<file path="src/sv/rog_pkg.sv">
`timescale 1ns / 1ps

package rog_pkg;

  localparam int unsigned ID_W    = 6;
  localparam int unsigned COORD_W = 16;
  localparam int unsigned THR_W   = COORD_W + 1;
  localparam int unsigned DSQ_W   = 2 * THR_W;
  localparam int unsigned ROOT_W  = THR_W;

  localparam int unsigned CFG_IDX_W  = 2;
  localparam int unsigned CFG_DATA_W = THR_W;

  localparam logic [CFG_IDX_W-1:0] CFG_TRACKED_ID  = 2'd0;
  localparam logic [CFG_IDX_W-1:0] CFG_JUMP_THRESH = 2'd1;

  localparam logic [ID_W-1:0]  TRACKED_ID_RST  = 6'd4;
  localparam logic [THR_W-1:0] JUMP_THRESH_RST = 17'd2143;

  typedef enum logic [2:0] {
    ST_IGNORED   = 3'd0,
    ST_COLLECTED = 3'd1,
    ST_CHOSEN    = 3'd2,
    ST_ACCEPTED  = 3'd3,
    ST_REJECTED  = 3'd4
  } status_e;

  typedef enum logic [1:0] {
    MUL_X   = 2'd0,
    MUL_Y   = 2'd1,
    MUL_Z   = 2'd2,
    MUL_THR = 2'd3
  } mul_sel_e;

  typedef struct packed {
    logic signed [COORD_W-1:0] z;
    logic signed [COORD_W-1:0] y;
    logic signed [COORD_W-1:0] x;
  } vec3_t;

  typedef struct packed {
    logic     cap_in;
    logic     store_we;
    logic     mem_rd;
    logic     row_ld;
    logic     sel_medoid;
    mul_sel_e mul_sel;
    logic     mul_en;
    logic     acc_load;
    logic     acc_add;
    logic     sqrt_start;
    logic     sum_clr;
    logic     sum_add;
    logic     best_ld;
    logic     ref_from_best;
    logic     ref_from_in;
    logic     out_ld;
    status_e  out_status;
  } dp_cmd_t;

  typedef struct packed {
    logic id_match;
    logic below_thr;
    logic sum_lt_best;
    logic sqrt_done;
    logic out_free;
  } dp_stat_t;

endpackage

</file>
<file path="src/sv/rog_isqrt.sv">
`timescale 1ns / 1ps

module rog_isqrt (
  input  logic                       clk_i,
  input  logic                       rst_ni,
  input  logic                       start_i,
  input  logic [rog_pkg::DSQ_W-1:0]  radicand_i,
  output logic                       done_o,
  output logic [rog_pkg::ROOT_W-1:0] root_o
);
  import rog_pkg::*;

  localparam int unsigned REM_W = ROOT_W + 4;
  localparam int unsigned CNT_W = $clog2(ROOT_W);

  logic [DSQ_W-1:0]  rad_q;
  logic [REM_W-1:0]  rem_q;
  logic [ROOT_W-1:0] root_q;
  logic [CNT_W-1:0]  cnt_q;
  logic              busy_q;
  logic              done_q;

  logic [REM_W-1:0]  rem_sh;
  logic [REM_W-1:0]  trial;
  logic              fits;

  // one result bit per cycle, two radicand bits brought down each step
  always_comb begin
    rem_sh = {rem_q[REM_W-3:0], rad_q[DSQ_W-1 -: 2]};
    trial  = REM_W'({root_q, 2'b01});
    fits   = (rem_sh >= trial);
  end

  always_ff @(posedge clk_i or negedge rst_ni) begin
    if (!rst_ni) begin
      busy_q <= 1'b0;
      done_q <= 1'b0;
      cnt_q  <= '0;
    end else begin
      done_q <= 1'b0;
      if (start_i) begin
        busy_q <= 1'b1;
        cnt_q  <= CNT_W'(ROOT_W - 1);
      end else if (busy_q) begin
        cnt_q <= cnt_q - CNT_W'(1);
        if (cnt_q == '0) begin
          busy_q <= 1'b0;
          done_q <= 1'b1;
        end
      end
    end
  end

  always_ff @(posedge clk_i) begin
    if (start_i) begin
      rad_q  <= radicand_i;
      rem_q  <= '0;
      root_q <= '0;
    end else if (busy_q) begin
      rad_q <= {rad_q[DSQ_W-3:0], 2'b00};
      if (fits) begin
        rem_q  <= rem_sh - trial;
        root_q <= {root_q[ROOT_W-2:0], 1'b1};
      end else begin
        rem_q  <= rem_sh;
        root_q <= {root_q[ROOT_W-2:0], 1'b0};
      end
    end
  end

  assign done_o = done_q;
  assign root_o = root_q;

endmodule

</file>
<file path="src/sv/rog_dp.sv">
`timescale 1ns / 1ps

module rog_dp #(
  parameter int unsigned WARMUP_SAMPLES = 21,
  localparam int unsigned AW = $clog2(WARMUP_SAMPLES)
) (
  input  logic                          clk_i,
  input  logic                          rst_ni,
  input  rog_pkg::dp_cmd_t              cmd_i,
  input  logic [AW-1:0]                 mem_addr_i,
  output rog_pkg::dp_stat_t             stat_o,
  input  logic [rog_pkg::ID_W-1:0]      in_pose_id_i,
  input  rog_pkg::vec3_t                in_rot_i,
  input  rog_pkg::vec3_t                in_pos_i,
  input  logic                          cfg_we_i,
  input  logic [rog_pkg::CFG_IDX_W-1:0] cfg_index_i,
  input  logic [rog_pkg::CFG_DATA_W-1:0] cfg_data_i,
  input  logic                          out_ready_i,
  output logic                          out_valid_o,
  output rog_pkg::status_e              out_status_o,
  output rog_pkg::vec3_t                out_rot_o,
  output rog_pkg::vec3_t                out_pos_o
);
  import rog_pkg::*;

  localparam int unsigned SUM_W = ROOT_W + $clog2(WARMUP_SAMPLES);

  logic [ID_W-1:0]  tracked_q;
  logic [THR_W-1:0] thr_q;

  logic [ID_W-1:0] in_id_q;
  vec3_t           in_rot_q;
  vec3_t           in_pos_q;

  vec3_t mem_q [WARMUP_SAMPLES];
  vec3_t mem_rdata_q;
  vec3_t row_q;
  vec3_t best_row_q;
  vec3_t ref_q;

  vec3_t                     op_a;
  vec3_t                     op_b;
  logic signed [COORD_W-1:0] a_c;
  logic signed [COORD_W-1:0] b_c;
  logic signed [COORD_W:0]   diff;
  logic [COORD_W-1:0]        mag;
  logic [THR_W-1:0]          mul_op;

  logic [DSQ_W-1:0]  prod_q;
  logic [DSQ_W-1:0]  acc_q;
  logic [SUM_W-1:0]  sum_q;
  logic [SUM_W-1:0]  best_q;
  logic [ROOT_W-1:0] root;
  logic              sqrt_done;

  logic    out_valid_q;
  status_e out_status_q;
  vec3_t   out_rot_q;
  vec3_t   out_pos_q;

  // configuration
  always_ff @(posedge clk_i or negedge rst_ni) begin
    if (!rst_ni) begin
      tracked_q <= TRACKED_ID_RST;
      thr_q     <= JUMP_THRESH_RST;
    end else if (cfg_we_i) begin
      if (cfg_index_i == CFG_TRACKED_ID) begin
        tracked_q <= cfg_data_i[ID_W-1:0];
      end else if (cfg_index_i == CFG_JUMP_THRESH) begin
        thr_q <= cfg_data_i;
      end
    end
  end

  // sample memory
  always_ff @(posedge clk_i) begin
    if (cmd_i.store_we) begin
      mem_q[mem_addr_i] <= in_rot_q;
    end
    if (cmd_i.mem_rd) begin
      mem_rdata_q <= mem_q[mem_addr_i];
    end
  end

  // shared distance squarer
  always_comb begin
    op_a = cmd_i.sel_medoid ? row_q       : ref_q;
    op_b = cmd_i.sel_medoid ? mem_rdata_q : in_rot_q;
    case (cmd_i.mul_sel)
      MUL_Y: begin
        a_c = op_a.y;
        b_c = op_b.y;
      end
      MUL_Z: begin
        a_c = op_a.z;
        b_c = op_b.z;
      end
      default: begin
        a_c = op_a.x;
        b_c = op_b.x;
      end
    endcase
    diff   = {a_c[COORD_W-1], a_c} - {b_c[COORD_W-1], b_c};
    mag    = diff[COORD_W] ? COORD_W'(-diff) : COORD_W'(diff);
    mul_op = (cmd_i.mul_sel == MUL_THR) ? thr_q : {1'b0, mag};
  end

  rog_isqrt u_isqrt (
    .clk_i      (clk_i),
    .rst_ni     (rst_ni),
    .start_i    (cmd_i.sqrt_start),
    .radicand_i (acc_q),
    .done_o     (sqrt_done),
    .root_o     (root)
  );

  always_ff @(posedge clk_i) begin
    if (cmd_i.cap_in) begin
      in_id_q  <= in_pose_id_i;
      in_rot_q <= in_rot_i;
      in_pos_q <= in_pos_i;
    end
    if (cmd_i.row_ld) begin
      row_q <= mem_rdata_q;
    end
    if (cmd_i.mul_en) begin
      prod_q <= DSQ_W'(mul_op) * DSQ_W'(mul_op);
    end
    if (cmd_i.acc_load) begin
      acc_q <= prod_q;
    end else if (cmd_i.acc_add) begin
      acc_q <= acc_q + prod_q;
    end
    if (cmd_i.sum_clr) begin
      sum_q <= '0;
    end else if (cmd_i.sum_add) begin
      sum_q <= sum_q + SUM_W'(root);
    end
    if (cmd_i.best_ld) begin
      best_q     <= sum_q;
      best_row_q <= row_q;
    end
  end

  // reference rotation
  always_ff @(posedge clk_i or negedge rst_ni) begin
    if (!rst_ni) begin
      ref_q <= '0;
    end else if (cmd_i.ref_from_best) begin
      ref_q <= best_row_q;
    end else if (cmd_i.ref_from_in) begin
      ref_q <= in_rot_q;
    end
  end

  // output word register
  always_ff @(posedge clk_i or negedge rst_ni) begin
    if (!rst_ni) begin
      out_valid_q <= 1'b0;
    end else if (cmd_i.out_ld) begin
      out_valid_q <= 1'b1;
    end else if (out_ready_i) begin
      out_valid_q <= 1'b0;
    end
  end

  always_ff @(posedge clk_i) begin
    if (cmd_i.out_ld) begin
      out_status_q <= cmd_i.out_status;
      if (cmd_i.out_status == ST_ACCEPTED) begin
        out_rot_q <= in_rot_q;
        out_pos_q <= in_pos_q;
      end else begin
        out_rot_q <= '0;
        out_pos_q <= '0;
      end
    end
  end

  always_comb begin
    stat_o.id_match    = (in_id_q == tracked_q);
    stat_o.below_thr   = (acc_q < prod_q);
    stat_o.sum_lt_best = (sum_q < best_q);
    stat_o.sqrt_done   = sqrt_done;
    stat_o.out_free    = !out_valid_q || out_ready_i;
  end

  assign out_valid_o  = out_valid_q;
  assign out_status_o = out_status_q;
  assign out_rot_o    = out_rot_q;
  assign out_pos_o    = out_pos_q;

endmodule

</file>
<file path="src/sv/rog_ctrl.sv">
`timescale 1ns / 1ps

module rog_ctrl #(
  parameter int unsigned WARMUP_SAMPLES = 21,
  localparam int unsigned AW = $clog2(WARMUP_SAMPLES)
) (
  input  logic               clk_i,
  input  logic               rst_ni,
  input  logic               in_valid_i,
  output logic               in_ready_o,
  input  rog_pkg::dp_stat_t  stat_i,
  output rog_pkg::dp_cmd_t   cmd_o,
  output logic [AW-1:0]      mem_addr_o
);
  import rog_pkg::*;

  localparam int unsigned CNT_W = $clog2(WARMUP_SAMPLES + 1);

  typedef enum logic [4:0] {
    S_IDLE,
    S_CHECK,
    S_G0,
    S_G1,
    S_G2,
    S_G3,
    S_G4,
    S_M_ROW,
    S_M_ROWW,
    S_M_COL,
    S_M_D0,
    S_M_D1,
    S_M_D2,
    S_M_D3,
    S_M_SQ,
    S_M_SQW,
    S_M_EVAL,
    S_M_DONE,
    S_FINISH
  } state_e;

  state_e         state_q;
  logic [CNT_W-1:0] count_q;
  logic           locked_q;
  logic [AW-1:0]  i_q;
  logic [AW-1:0]  j_q;
  status_e        status_q;

  logic count_lt;
  logic i_last;
  logic j_last;

  assign count_lt = (count_q < CNT_W'(WARMUP_SAMPLES));
  assign i_last   = (i_q == AW'(WARMUP_SAMPLES - 1));
  assign j_last   = (j_q == AW'(WARMUP_SAMPLES - 1));

  assign in_ready_o = (state_q == S_IDLE);

  always_comb begin
    case (state_q)
      S_M_ROW: mem_addr_o = i_q;
      S_M_COL: mem_addr_o = j_q;
      default: mem_addr_o = count_q[AW-1:0];
    endcase
  end

  always_comb begin
    cmd_o            = '0;
    cmd_o.mul_sel    = MUL_X;
    cmd_o.out_status = status_q;
    case (state_q)
      S_IDLE:   cmd_o.cap_in = in_valid_i;
      S_CHECK:  cmd_o.store_we = stat_i.id_match && !locked_q && count_lt;
      S_G0: begin
        cmd_o.mul_sel = MUL_X;
        cmd_o.mul_en  = 1'b1;
      end
      S_G1: begin
        cmd_o.mul_sel  = MUL_Y;
        cmd_o.mul_en   = 1'b1;
        cmd_o.acc_load = 1'b1;
      end
      S_G2: begin
        cmd_o.mul_sel = MUL_Z;
        cmd_o.mul_en  = 1'b1;
        cmd_o.acc_add = 1'b1;
      end
      S_G3: begin
        cmd_o.mul_sel = MUL_THR;
        cmd_o.mul_en  = 1'b1;
        cmd_o.acc_add = 1'b1;
      end
      S_G4:     cmd_o.ref_from_in = stat_i.below_thr;
      S_M_ROW:  cmd_o.mem_rd = 1'b1;
      S_M_ROWW: begin
        cmd_o.row_ld  = 1'b1;
        cmd_o.sum_clr = 1'b1;
      end
      S_M_COL:  cmd_o.mem_rd = 1'b1;
      S_M_D0: begin
        cmd_o.mul_sel = MUL_X;
        cmd_o.mul_en  = 1'b1;
      end
      S_M_D1: begin
        cmd_o.mul_sel  = MUL_Y;
        cmd_o.mul_en   = 1'b1;
        cmd_o.acc_load = 1'b1;
      end
      S_M_D2: begin
        cmd_o.mul_sel = MUL_Z;
        cmd_o.mul_en  = 1'b1;
        cmd_o.acc_add = 1'b1;
      end
      S_M_D3:   cmd_o.acc_add = 1'b1;
      S_M_SQ:   cmd_o.sqrt_start = 1'b1;
      S_M_SQW:  cmd_o.sum_add = stat_i.sqrt_done;
      S_M_EVAL: cmd_o.best_ld = (i_q == '0) || stat_i.sum_lt_best;
      S_M_DONE: cmd_o.ref_from_best = 1'b1;
      S_FINISH: cmd_o.out_ld = stat_i.out_free;
      default:  ;
    endcase
    cmd_o.sel_medoid = state_q inside {S_M_D0, S_M_D1, S_M_D2};
  end

  always_ff @(posedge clk_i or negedge rst_ni) begin
    if (!rst_ni) begin
      state_q  <= S_IDLE;
      count_q  <= '0;
      locked_q <= 1'b0;
      i_q      <= '0;
      j_q      <= '0;
      status_q <= ST_IGNORED;
    end else begin
      case (state_q)
        S_IDLE: begin
          if (in_valid_i) begin
            state_q <= S_CHECK;
          end
        end
        S_CHECK: begin
          if (!stat_i.id_match) begin
            status_q <= ST_IGNORED;
            state_q  <= S_FINISH;
          end else if (locked_q) begin
            state_q <= S_G0;
          end else if (count_lt) begin
            count_q  <= count_q + CNT_W'(1);
            status_q <= ST_COLLECTED;
            state_q  <= S_FINISH;
          end else begin
            i_q     <= '0;
            state_q <= S_M_ROW;
          end
        end
        S_G0: state_q <= S_G1;
        S_G1: state_q <= S_G2;
        S_G2: state_q <= S_G3;
        S_G3: state_q <= S_G4;
        S_G4: begin
          status_q <= stat_i.below_thr ? ST_ACCEPTED : ST_REJECTED;
          state_q  <= S_FINISH;
        end
        S_M_ROW:  state_q <= S_M_ROWW;
        S_M_ROWW: begin
          j_q     <= '0;
          state_q <= S_M_COL;
        end
        S_M_COL: state_q <= S_M_D0;
        S_M_D0:  state_q <= S_M_D1;
        S_M_D1:  state_q <= S_M_D2;
        S_M_D2:  state_q <= S_M_D3;
        S_M_D3:  state_q <= S_M_SQ;
        S_M_SQ:  state_q <= S_M_SQW;
        S_M_SQW: begin
          if (stat_i.sqrt_done) begin
            if (j_last) begin
              state_q <= S_M_EVAL;
            end else begin
              j_q     <= j_q + AW'(1);
              state_q <= S_M_COL;
            end
          end
        end
        S_M_EVAL: begin
          if (i_last) begin
            state_q <= S_M_DONE;
          end else begin
            i_q     <= i_q + AW'(1);
            state_q <= S_M_ROW;
          end
        end
        S_M_DONE: begin
          locked_q <= 1'b1;
          status_q <= ST_CHOSEN;
          state_q  <= S_FINISH;
        end
        S_FINISH: begin
          if (stat_i.out_free) begin
            state_q <= S_IDLE;
          end
        end
        default: state_q <= S_IDLE;
      endcase
    end
  end

`ifndef ASSERT_OFF
  a_out_free: assert property (@(posedge clk_i) disable iff (!rst_ni)
    cmd_o.out_ld |-> stat_i.out_free)
    else $error("result word loaded over one not yet taken");

  a_store_warm: assert property (@(posedge clk_i) disable iff (!rst_ni)
    cmd_o.store_we |-> (!locked_q && count_q < CNT_W'(WARMUP_SAMPLES)))
    else $error("sample written after warm-up");

  a_locked_sticky: assert property (@(posedge clk_i) disable iff (!rst_ni)
    locked_q |=> locked_q)
    else $error("lock released without reset");

  a_sqrt_wait: assert property (@(posedge clk_i) disable iff (!rst_ni)
    stat_i.sqrt_done |-> (state_q == S_M_SQW))
    else $error("root finished outside its wait state");
`endif

endmodule

</file>
<file path="src/sv/rotation_outlier_gate.sv">
`timescale 1ns / 1ps

// Channel   Direction  Word                                   Handshake
// s_axis    in         tdata: pose_id, rot_x/y/z, pos_x/y/z    tvalid / tready
// m_axis    out        tuser: status; tdata: out_rot, out_pos  tvalid / tready
// cfg       in         cfg_index_i, cfg_data_i                 cfg_valid_i / cfg_ready_o
//
// Locked pose: the three squared differences and the squared threshold share one 17x17
//   squarer. Ignored and collected poses go from the ID check straight to the result.
// The word after warm-up runs the reference pick over all N*N sample pairs for
//   N = WARMUP_SAMPLES, with a 17-step root per pair.
// Reset clears control, configuration and the reference, not the sample memory.
// A waiting result does not block input; stall only when a new result would overwrite it.

module rotation_outlier_gate #(
  parameter int unsigned WARMUP_SAMPLES = 21
) (
  input  logic                                clk_i,
  input  logic                                rst_ni,
  // [5:0] pose_id, [21:6] rot_x, [37:22] rot_y, [53:38] rot_z,
  // [69:54] pos_x, [85:70] pos_y, [101:86] pos_z, [103:102] zero
  input  logic [103:0]                        s_axis_tdata,
  input  logic                                s_axis_tvalid,
  output logic                                s_axis_tready,
  // [15:0] out_rot_x, [31:16] out_rot_y, [47:32] out_rot_z,
  // [63:48] out_pos_x, [79:64] out_pos_y, [95:80] out_pos_z
  output logic [95:0]                         m_axis_tdata,
  // [2:0] status
  output logic [2:0]                          m_axis_tuser,
  output logic                                m_axis_tvalid,
  input  logic                                m_axis_tready,
  input  logic                                cfg_valid_i,
  output logic                                cfg_ready_o,
  input  logic [rog_pkg::CFG_IDX_W-1:0]       cfg_index_i,
  input  logic [rog_pkg::CFG_DATA_W-1:0]      cfg_data_i
);
  import rog_pkg::*;

  localparam int unsigned AW = $clog2(WARMUP_SAMPLES);

  dp_cmd_t       cmd;
  dp_stat_t      stat;
  logic [AW-1:0] mem_addr;

  logic [ID_W-1:0] in_pose_id;
  vec3_t           in_rot;
  vec3_t           in_pos;
  status_e         out_status;
  vec3_t           out_rot;
  vec3_t           out_pos;

  // unpack the input word, first field lowest
  assign in_pose_id = s_axis_tdata[5:0];
  assign in_rot.x   = s_axis_tdata[21:6];
  assign in_rot.y   = s_axis_tdata[37:22];
  assign in_rot.z   = s_axis_tdata[53:38];
  assign in_pos.x   = s_axis_tdata[69:54];
  assign in_pos.y   = s_axis_tdata[85:70];
  assign in_pos.z   = s_axis_tdata[101:86];

  // registers are always writable while idle
  assign cfg_ready_o = 1'b1;

  rog_ctrl #(
    .WARMUP_SAMPLES (WARMUP_SAMPLES)
  ) u_ctrl (
    .clk_i      (clk_i),
    .rst_ni     (rst_ni),
    .in_valid_i (s_axis_tvalid),
    .in_ready_o (s_axis_tready),
    .stat_i     (stat),
    .cmd_o      (cmd),
    .mem_addr_o (mem_addr)
  );

  rog_dp #(
    .WARMUP_SAMPLES (WARMUP_SAMPLES)
  ) u_dp (
    .clk_i          (clk_i),
    .rst_ni         (rst_ni),
    .cmd_i          (cmd),
    .mem_addr_i     (mem_addr),
    .stat_o         (stat),
    .in_pose_id_i   (in_pose_id),
    .in_rot_i       (in_rot),
    .in_pos_i       (in_pos),
    .cfg_we_i       (cfg_valid_i),
    .cfg_index_i    (cfg_index_i),
    .cfg_data_i     (cfg_data_i),
    .out_ready_i    (m_axis_tready),
    .out_valid_o    (m_axis_tvalid),
    .out_status_o   (out_status),
    .out_rot_o      (out_rot),
    .out_pos_o      (out_pos)
  );

  // pack the result word
  assign m_axis_tuser = out_status;
  assign m_axis_tdata = {out_pos.z, out_pos.y, out_pos.x, out_rot.z, out_rot.y, out_rot.x};

endmodule
</file>
<file path="config.mk">
export PLATFORM = sky130hd
export DESIGN_NAME = rotation_outlier_gate
export DESIGN_NICKNAME = d
export VERILOG_FILES = /design/src/sv/rog_pkg.sv /design/src/sv/rog_isqrt.sv /design/src/sv/rog_dp.sv /design/src/sv/rog_ctrl.sv /design/src/sv/rotation_outlier_gate.sv
export SDC_FILE = /design/constraint.sdc
export NUM_CORES = 2
export LEC_CHECK = 0
export CAP_MARGIN = 30
export CORE_MARGIN = 4
export CORE_UTILIZATION = 45
export CTS_CLUSTER_SIZE = 12
export DETAILED_ROUTE_END_ITERATION = 10
export DONT_BUFFER_PORTS = 1
export GPL_TIMING_DRIVEN = 0
export HOLD_SLACK_MARGIN = 0.05
export PLACE_DENSITY = 0.57
export SLEW_MARGIN = 20
export SYNTH_ARGS = -nofsm -noshare
export SYNTH_HDL_FRONTEND = slang
export SYNTH_HIERARCHICAL = 1
export SYNTH_SLANG_ARGS = --single-unit
</file>
<file path="constraint.sdc">
create_clock -name clk_i -period 18.6 [get_ports clk_i]
set_clock_uncertainty 0.15 [all_clocks]
set_input_delay 1.86 -clock clk_i [delete_from_list [all_inputs] [get_ports clk_i]]
set_output_delay 1.86 -clock clk_i [all_outputs]
set_load 0.1 [all_outputs]
</file>
==> metrics.yaml <==
layout.nets: 5925
grt_pass1_vias: 44070
fmax_ghz: 0.07211
drt-initial-drc-count: 3836
cp-end-kind: "flop"
synth_area_leaders: "edfxtp_1 58%, mux4_2 7.0%, fa_1 5.0%"
maxCapViolCount: 0
path_common_cell: "fa_1"
fp.dieH_um: 421.5
min_period_ns: 13.87
outcome: "complete, no violations"
clockBufferDepth: 3
io_pins: 230
holdBufCountCts: 0
relSlewSlack: 0.3140
synth_top_cell_by_area: "edfxtp_1"
die-area_um2: 177700
syn_inst: 5034
crit_path_max_fanout: 10
grtUsageTotal: 0.2235
fin_util: 0.5163
finalSetupViolations: 0
drtAntennaViolNets: 0
yosysSeqAreaShare: 0.6247
routabilityCongestion: 0.8807
dr.pass1.iters: 7
avgSynthCellArea_um2: 15.29
synth_edf_count: 1476
area_growth_pct: 13.83
cts_buffers: 176
grt_pass1_wl_mm: 297.1
cts_max_level: 4
clock_latency_ns: 0.82
crit_family: "adder cells"
fp.dieW_um: 421.5
initial_utilization: 0.4536
wl_per_cell_um: 25.99
hpwl_mm: 143.3
drc: 0
core_um2: 169700
layout_setup_ws_ns: 4.732
worstPathArrival_ns: 14.23
grt_start_max_net_pins: 104
ys_seq_elements: 1637
routed_wl_mm: 200.0
synth_fp_nets: 5611
crit_buf_inv: 11
drive_gt1_frac: 0.1717
gr-total-overflow: 0
worstPathRequired_ns: 18.97
tightest_slew_ns: 1.029
synth_top_area_frac: 0.5760
cp_slowest_cell: "clkbuf_1"
startpoint_type: "flop"
rsz0062_at_grt: "false"
rows: 151
critPathKind: "flop to flop"
synthesis.area_um2: 76950
pre_cts_ws_ns: 4.839
vias_per_cell: 5.686
cts_resized: 0
cp_slowest_stage_delay_ns: 0.66
cts_tree: "yes"
antenna_found_initial: 7
synth_async_sr_flop_share: 0.06292
synth_warnings: 6
cts.sinks: 1637
period_share: 0.7456
vias: 43750
cts-root-buf: "clkbuf_16"
slew_violations: 0
synth_cell_type_count: 117
cts_setup_buffers: 0
numPortBuffers: 0
hp-class: "flop to flop"
synth_flop_cell: "edfxtp_1"
hold_viol: 0
cts.clk_slew.worst_paths_ns: 0.06
-- per-layer routing --
layer	global-route usage	vias to the layer above	wire, um	share of wire
met5	0	-	20	0.00010
met1	0.3101	22620	85820	0.43
met2	0.3663	1332	96920	0.48
met3	0.03497	282	11150	0.056
li1	-	19510	-	-
met4	0.06715	2	6067	0.030
-- kinds of logic (layout without fill, tap and decap cells) --
| logic type | count (synthesis) | in the layout | share of synthesized area |
|---|---|---|---|
| flops | 1637 | 1637 | 0.6247 |
| simple gates | 985 | 985 | 0.06174 |
| compound gates | 668 | 668 | 0.06221 |
| buf+inv | 619 | 1060 | 0.03159 |
| mux | 539 | 539 | 0.1124 |
| fa+ha+maj | 449 | 449 | 0.09174 |
| xor+xnor | 136 | 136 | 0.01558 |
| other cells | 1 | 2 | 0.00004873 |
-- synth_stat cells, drive strengths merged (16+ instances only) --
library cell and instances:
edfxtp 1476, inv 394, nand2 304, ha 257, nor2 244, mux4 240, fa 192, mux2 175
clkbuf 135, o21ai 135, a21oi 130, mux2i 124, and2 109, a22oi 105, xnor2 101, dfrtp 95
nand3 91, buf 85, dfxtp 58, a21o 56, nor3 56, a221oi 36, xor2 35, nand2b 30
or3 26, a211oi 23, and3 22, nor2b 21, o31ai 21, o21a 19, o21bai 19, nand4 16
-- area by class of cell --
| type | instances | area [um2] |
|---|---|---|
| sequential | 1637 | 48070 |
| fill | 14070 | 82060 |
| buffer | 220 | 945.9 |
| multi-input combinational | 2778 | 26630 |
| inverter | 399 | 1505 |
| tap | 2218 | 2775 |
| clock buffer | 225 | 4619 |
| clock inverter | 80 | 877.1 |
| timing repair buffer | 136 | 2166 |
| antenna | 1 | 2.502 |
-- registers in the layout (all words and copies together), names as in the netlist, 6 cells and up --
| signal | flops |
|---|---|
| u_dp/sum_q | 22 |
| u_dp/in_rot_q | 48 |
| u_dp/u_isqrt/root_o | 17 |
| u_dp/in_pos_q | 48 |
| u_dp/out_rot_o | 48 |
| u_dp/acc_q | 34 |
| u_dp/ref_q | 48 |
| u_dp/u_isqrt/rem_q | 19 |
| u_dp/best_row_q | 48 |
| u_dp/prod_q | 33 |
| u_dp/tracked_q | 6 |
| u_dp/thr_q | 17 |
| u_dp/mem_q | 1008 |
| u_dp/in_id_q | 6 |
| u_dp/mem_rdata_q | 48 |
| u_dp/row_q | 48 |
| u_dp/out_pos_o | 48 |
| u_dp/best_q | 22 |
| u_dp/u_isqrt/rad_q | 34 |
-- placed cells by master (no fill, tap or decap), types with 100 or more instances in the layout --
master	instances
mux2i_1	121
xnor2_1	100
clkbuf_16	177
and2_1	109
edfxtp_1	1476
nand2_1	303
inv_1	388
o21ai_0	118
clkbuf_1	174
fa_1	192
a21oi_1	126
ha_1	257
a22oi_1	104
mux2_2	173
mux4_2	240
nor2_1	223
-- metrics by stage --
| stage | instance area, um2 | std cells | hold WS, ns | setup TNS [ns] |
|---|---|---|---|---|
| after floorplan | 76950 | 5034 | 0.2704 | 0 |
| after global placement | 79730 | 7252 | 0.2735 | -207.29 |
| after detailed placement | 81990 | 7379 | 0.2810 | 0 |
| after CTS | 87490 | 7684 | 0.2730 | 0 |
| after global routing | 87590 | 7693 | 0.2815 | 0 |
| final | 87600 | 7694 | 0.2859 | 0 |
-- path summary, 6_finish.rpt --
check                                   from             endpoint  slack, ns  cells past startpoint
setup reg to reg           u_ctrl/state_q[1]      u_dp/prod_q[30]       4.73                     45
max in group asynchronous             rst_ni       u_dp/ref_q[15]      17.36                      0
hold / removal                u_dp/row_q[47]  u_dp/best_row_q[47]       0.29                      0
min in group asynchronous             rst_ni    u_dp/tracked_q[0]       0.63                      0
setup / recovery           u_ctrl/state_q[1]      u_dp/prod_q[30]       4.73                     45
hold reg to reg               u_dp/row_q[47]  u_dp/best_row_q[47]       0.29                      0
-- worst register-to-register path, delay by kind of cell, from the launching register on --
kind / cells / cell delay, ns
compound gates: 14 / 3.37
xor+xnor: 2 / 0.39
simple gates: 8 / 1.32
flops: 1 / 0.48
buf+inv: 11 / 3.46
fa+ha+maj: 9 / 4.16
mux: 1 / 0.30
Power is left out: the tool's default activity adds up to more than one toggle a clock period on the data nets, which glitch-free logic cannot reach.
